==> config.mk <==
export PLATFORM = sky130hd
export DESIGN_NAME = cvt_cell
export DESIGN_NICKNAME = d
export VERILOG_FILES = /design/src/design/cvt_pkg.sv /design/src/design/cvt_cell.sv
export SDC_FILE = /design/constraint.sdc
export NUM_CORES = 1
export LEC_CHECK = 0
export BUFFER_PORTS_ARGS = -buffer_cell sky130_fd_sc_hd__clkbuf_2
export CORE_AREA = 2 2 89 91
export CTS_BUF_LIST = sky130_fd_sc_hd__clkbuf_8
export DETAILED_ROUTE_END_ITERATION = 6
export DIE_AREA = 0 0 91 93
export GPL_ROUTABILITY_DRIVEN = 0
export PLACE_DENSITY = 0.81
export REMOVE_ABC_BUFFERS = 1
export SLEW_MARGIN = 20
export SYNTH_ARGS = -nofsm -noshare
export SYNTH_HDL_FRONTEND = slang
export SYNTH_SLANG_ARGS = --single-unit
==> constraint.sdc <==
create_clock -name clk -period 3.4 [get_ports clk]
set_clock_uncertainty 0.15 [all_clocks]
set_input_delay 0.34 -clock clk [delete_from_list [all_inputs] [get_ports clk]]
set_output_delay 0.34 -clock clk [all_outputs]
set_load 0.01 [all_outputs]
==> src/design/cvt_pkg.sv <==
// Shared types, codes and default sizes for the compacting value table.
package cvt_pkg;

    localparam int DEPTH_DEF       = 64;
    localparam int VALUE_WIDTH_DEF = 32;

    localparam int OP_W     = 3;
    localparam int DATA_W   = 32;
    localparam int INDEX_W  = 6;
    localparam int STATUS_W = 2;
    localparam int COUNT_W  = 7;

    typedef logic [OP_W-1:0]     op_t;
    typedef logic [STATUS_W-1:0] status_t;

    localparam op_t OP_APPEND = 3'd0;
    localparam op_t OP_DELETE = 3'd1;
    localparam op_t OP_READ   = 3'd2;
    localparam op_t OP_WRITE  = 3'd3;
    localparam op_t OP_SEARCH = 3'd4;

    localparam status_t ST_OK        = 2'd0;
    localparam status_t ST_FULL      = 2'd1;
    localparam status_t ST_NOT_FOUND = 2'd2;
    localparam status_t ST_RANGE     = 2'd3;

    typedef struct packed {
        op_t                op;
        logic [DATA_W-1:0]  value;
        logic [INDEX_W-1:0] index;
    } req_t;

    typedef struct packed {
        status_t            status;
        logic [DATA_W-1:0]  read_value;
        logic [INDEX_W-1:0] found_index;
        logic [COUNT_W-1:0] entry_count;
    } rsp_t;

    // Operation held for the duration of a trip down the cell chain.
    typedef struct packed {
        logic is_delete;
        logic is_search;
        logic is_read;
    } bcast_t;

    // Control part of the token that walks the cell chain.
    typedef struct packed {
        logic active;
        logic found;
    } tok_t;

endpackage

==> src/design/cvt_cell.sv <==
// One storage cell of the table chain: holds one entry and processes the passing token.
module cvt_cell #(
    parameter int VW  = 32,
    parameter int IW  = 6,
    parameter int CW  = 7,
    parameter int IDX = 0
) (
    input  logic            clk,
    input  logic            rst_n,
    input  cvt_pkg::bcast_t bc,
    input  logic [VW-1:0]   key,
    input  logic [IW-1:0]   ridx,
    input  logic [CW-1:0]   cnt,
    input  logic            wr_en,
    input  logic [IW-1:0]   wr_idx,
    input  logic [VW-1:0]   wr_data,
    input  logic [VW-1:0]   right_data,
    output logic [VW-1:0]   data,
    input  cvt_pkg::tok_t   tok_in,
    input  logic [IW-1:0]   fidx_in,
    input  logic [VW-1:0]   rd_in,
    output cvt_pkg::tok_t   tok_out,
    output logic [IW-1:0]   fidx_out,
    output logic [VW-1:0]   rd_out
);
    import cvt_pkg::*;

    localparam logic [CW-1:0] MY_CNT = CW'(IDX);
    localparam logic [IW-1:0] MY_IDX = IW'(IDX);

    logic [VW-1:0] data_reg, data_next;
    tok_t          tok_reg, tok_next;
    logic [IW-1:0] fidx_reg, fidx_next;
    logic [VW-1:0] rd_reg, rd_next;
    logic          in_range, hit_here, shift, rd_hit;

    always_comb
    begin
        in_range = MY_CNT < cnt;
        hit_here = tok_in.active && in_range && !tok_in.found
                   && (bc.is_delete || bc.is_search) && (data_reg == key);
        // Once the first match is at or before this cell, a delete pulls the
        // right neighbor's entry in, which closes the gap.
        shift    = tok_in.active && bc.is_delete && in_range
                   && (tok_in.found || hit_here);
        rd_hit   = tok_in.active && bc.is_read && (ridx == MY_IDX);

        if (wr_en && (wr_idx == MY_IDX))
            data_next = wr_data;
        else if (shift)
            data_next = right_data;
        else
            data_next = data_reg;

        tok_next.active = tok_in.active;
        tok_next.found  = tok_in.active && (tok_in.found || hit_here);
        fidx_next       = hit_here ? MY_IDX : fidx_in;
        rd_next         = rd_hit ? data_reg : rd_in;
    end

    always_ff @(posedge clk or negedge rst_n)
    begin
        if (!rst_n)
            tok_reg <= '0;
        else
            tok_reg <= tok_next;
    end

    always_ff @(posedge clk)
    begin
        data_reg <= data_next;
        fidx_reg <= fidx_next;
        rd_reg   <= rd_next;
    end

    assign data     = data_reg;
    assign tok_out  = tok_reg;
    assign fidx_out = fidx_reg;
    assign rd_out   = rd_reg;

endmodule

==> flow_summary.json <==
{
  "synthAdderAreaFrac_pct": 0,
  "placed_cells": 538,
  "cts.sinks": 72,
  "ys_types": 21,
  "max_freq_ghz": 0.3610,
  "synth-compound-area-share_pct": 0.9095,
  "num_io_pins": 233,
  "grtUsageMet2_pct": 36.98,
  "cts-htree-levels": 3,
  "synth_seq_cells": 72,
  "grt_pass1_vias": 2694,
  "r2r_cells": 6,
  "path_max_fanout": 23,
  "synth-xor-area-share_pct": 9.260,
  "min_period_ns": 2.770,
  "first_iter_violations": 47,
  "finalCritPeriodShare_pct": 81.48,
  "synth_top_family_by_area": "multiplexers",
  "fillers": 650,
  "power.density_nw_per_um2": 432.1,
  "nets": 610,
  "critPathKind": "register to register",
  "wl_mm": 8.215,
  "viasPerCell": 4.626,
  "yosysWarnings": 0,
  "leakage_nw": 2.210,
  "syn_area_sq_um": 3027,
  "antenna_found_initial": 0,
  "seq_area_sq_um": 1772,
  "use_met3_pct": 5.318,
  "required_ns": 3.29,
  "grt_overflow": 0,
  "syn_to_final_growth_pct": 51.26,
  "route.detailed.drc": 0,
  "stdcell_area_sq_um": 4578,
  "status": "finished clean",
  "cp-end-kind": "register",
  "grt_pass1_wl_mm": 12.47,
  "post_synth_and_or_nand_nor_area_fraction_pct": 6.614,
  "layout_common_cells": "232 x clkbuf_2, 64 x mux2_2, 38 x dfxtp_1",
  "cp_slowest_cell": "or4_1",
  "wire_per_inst_um": 14.78,
  "cts_tree": "built",
  "worst_pin_slew_ns": 0.5956,
  "hpwl_mm": 6.570,
  "grt_max_degree": 33,
  "post-cts-setup-buffers": 0,
  "cts_buffers": 9,
  "muxShareOfSynthArea_pct": 23.81,
  "die_w_um": 91,
  "netlist_instances": 208,
  "dpl-instance-area_sq_um": 4322,
  "cap_violations": 0,
  "fin_cells": 556,
  "start_kind": "register",
  "hold_buffers": 1,
  "hold_path.class": "primary input to register",
  "path_clk_slew_ns": 0.08,
  "use_met1_pct": 19.60,
  "yosysSeqAreaShare_pct": 58.54,
  "clkLatencyLatePin_ns": 0.34,
  "diodes": 0,
  "coreArea_sq_um": 7527,
  "drive_above_1_share_pct": 70.93,
  "fp.dieH_um": 93,
  "drtPass1Iterations": 4,
  "ant_nets": 0,
  "maxSlewHeadroom_pct": 60.25,
  "peakVddDrop_uv": 235.7,
  "crit_chain": "xor2_1 -> nor4_1 -> nand4_1 -> or4_1 -> o211ai_4 -> buf_16",
  "rsz0062_at_grt": "no",
  "die_area_sq_um": 8463,
  "postCtsResizedCells": 0,
  "vias": 2572,
  "clockBufferDepth": 2,
  "finalSetupTns_ns": 0,
  "hold_violations": 0,
  "top_usage_layer": "met2",
  "clockRootBuffer": "clkbuf_8",
  "start_util_pct": 40.21,
  "io_buffers": 232,
  "syn_area_per_cell_sq_um": 14.55,
  "track_usage_pct": 19.29,
  "hold_path_depth": 1,
  "final_common_cell": "clkbuf_2",
  "cpPeakStageDelay_ns": 0.58,
  "maxSlewViolCount": 0,
  "placement_rows": 32,
  "setup_viol": 0,
  "multi_input_area_sq_um": 1242,
  "crit_arrival_ns": 2.66
}
## path summary, 6_finish.rpt
path	from	end	slack [ns]
min	tok_in[1]	tok_out[1]	0.02
min in group asynchronous	rst_n	tok_out[1]	0.16
max in group asynchronous	rst_n	tok_out[0]	2.85
max reg2reg	data[7]	data[13]	0.63
max	data[7]	data[13]	0.63
min reg2reg	data[29]	rd_out[29]	0.41
## logic make-up (layout without fill, tap and decap cells)
family	after synthesis	in the layout
xor gates and xnor gates	32	32
muxes	64	64
buffers and inverters	7	253
AOI/OAI and AO/OA	3	3
and+or+nand+nor	30	30
DFF	72	72
## cell type report
type,count,share of cell area (%)
sequential,72,38.70
clock inverter,6,1.776
inverter,1,0.08199
timing repair buffer,236,26.51
tap,102,2.788
clock buffer,10,3.006
multi-input combinational,129,27.14
## cell usage after synthesis (all sizes together)
master  number  share of area, %
a21o         1              0.25
nor4         9               2.7
nor2         4              0.50
nand2        1              0.12
nor2b        6               1.2
o211ai       1              0.41
dfxtp       38                25
nor3         4              0.83
xnor2        2              0.58
inv          1              0.12
clkbuf       6              0.74
or4          1              0.25
a21boi       1              0.25
mux2        64                24
dfrtp        2               1.7
nand3        1              0.17
edfxtp      32                32
xor2        30               8.7
nand4        4              0.83
## power breakdown
part,internal (mW),switching (mW),leakage (nW)
Combinational,0.149,0.108,1.45
Clock,0.430,0.312,0.116
Sequential,0.953,0.0254,0.639
Total,1.53,0.445,2.21
## routing by layer
metal | vias up | share of wire [%] | routed length [um]
li1 | 1241 | - | -
met1 | 1174 | 35 | 2915
met2 | 142 | 55 | 4488
met3 | 15 | 7.6 | 626
met4 | 0 | 2.3 | 185
met5 | - | 0 | 0
## metrics by stage
stage	power, mW	utilization [%]	setup WS [ns]	hold slack, ns
3_5_place_dp	1.256	57.41	0.5064	-0.01960
5_1_grt	2.067	60.82	0.4671	0.006386
6_report	1.978	60.82	0.6298	0.02353
3_3_place_gp	1.248	57.41	0.5317	-0.02458
2_1_floorplan	1.098	-	0.6060	-0.1056
4_1_cts	2.005	60.46	0.4762	0.01129
## worst max-delay path: cells and delay by family, from the launching register on
family	cells	cell delay [ns]
and+or+nand+nor	3	1.22
DFF	1	0.43
AOI/OAI and AO/OA	1	0.24
buffers and inverters	1	0.23
xor gates and xnor gates	1	0.19
No activity file was read; power rests on OpenSTA's default activity.
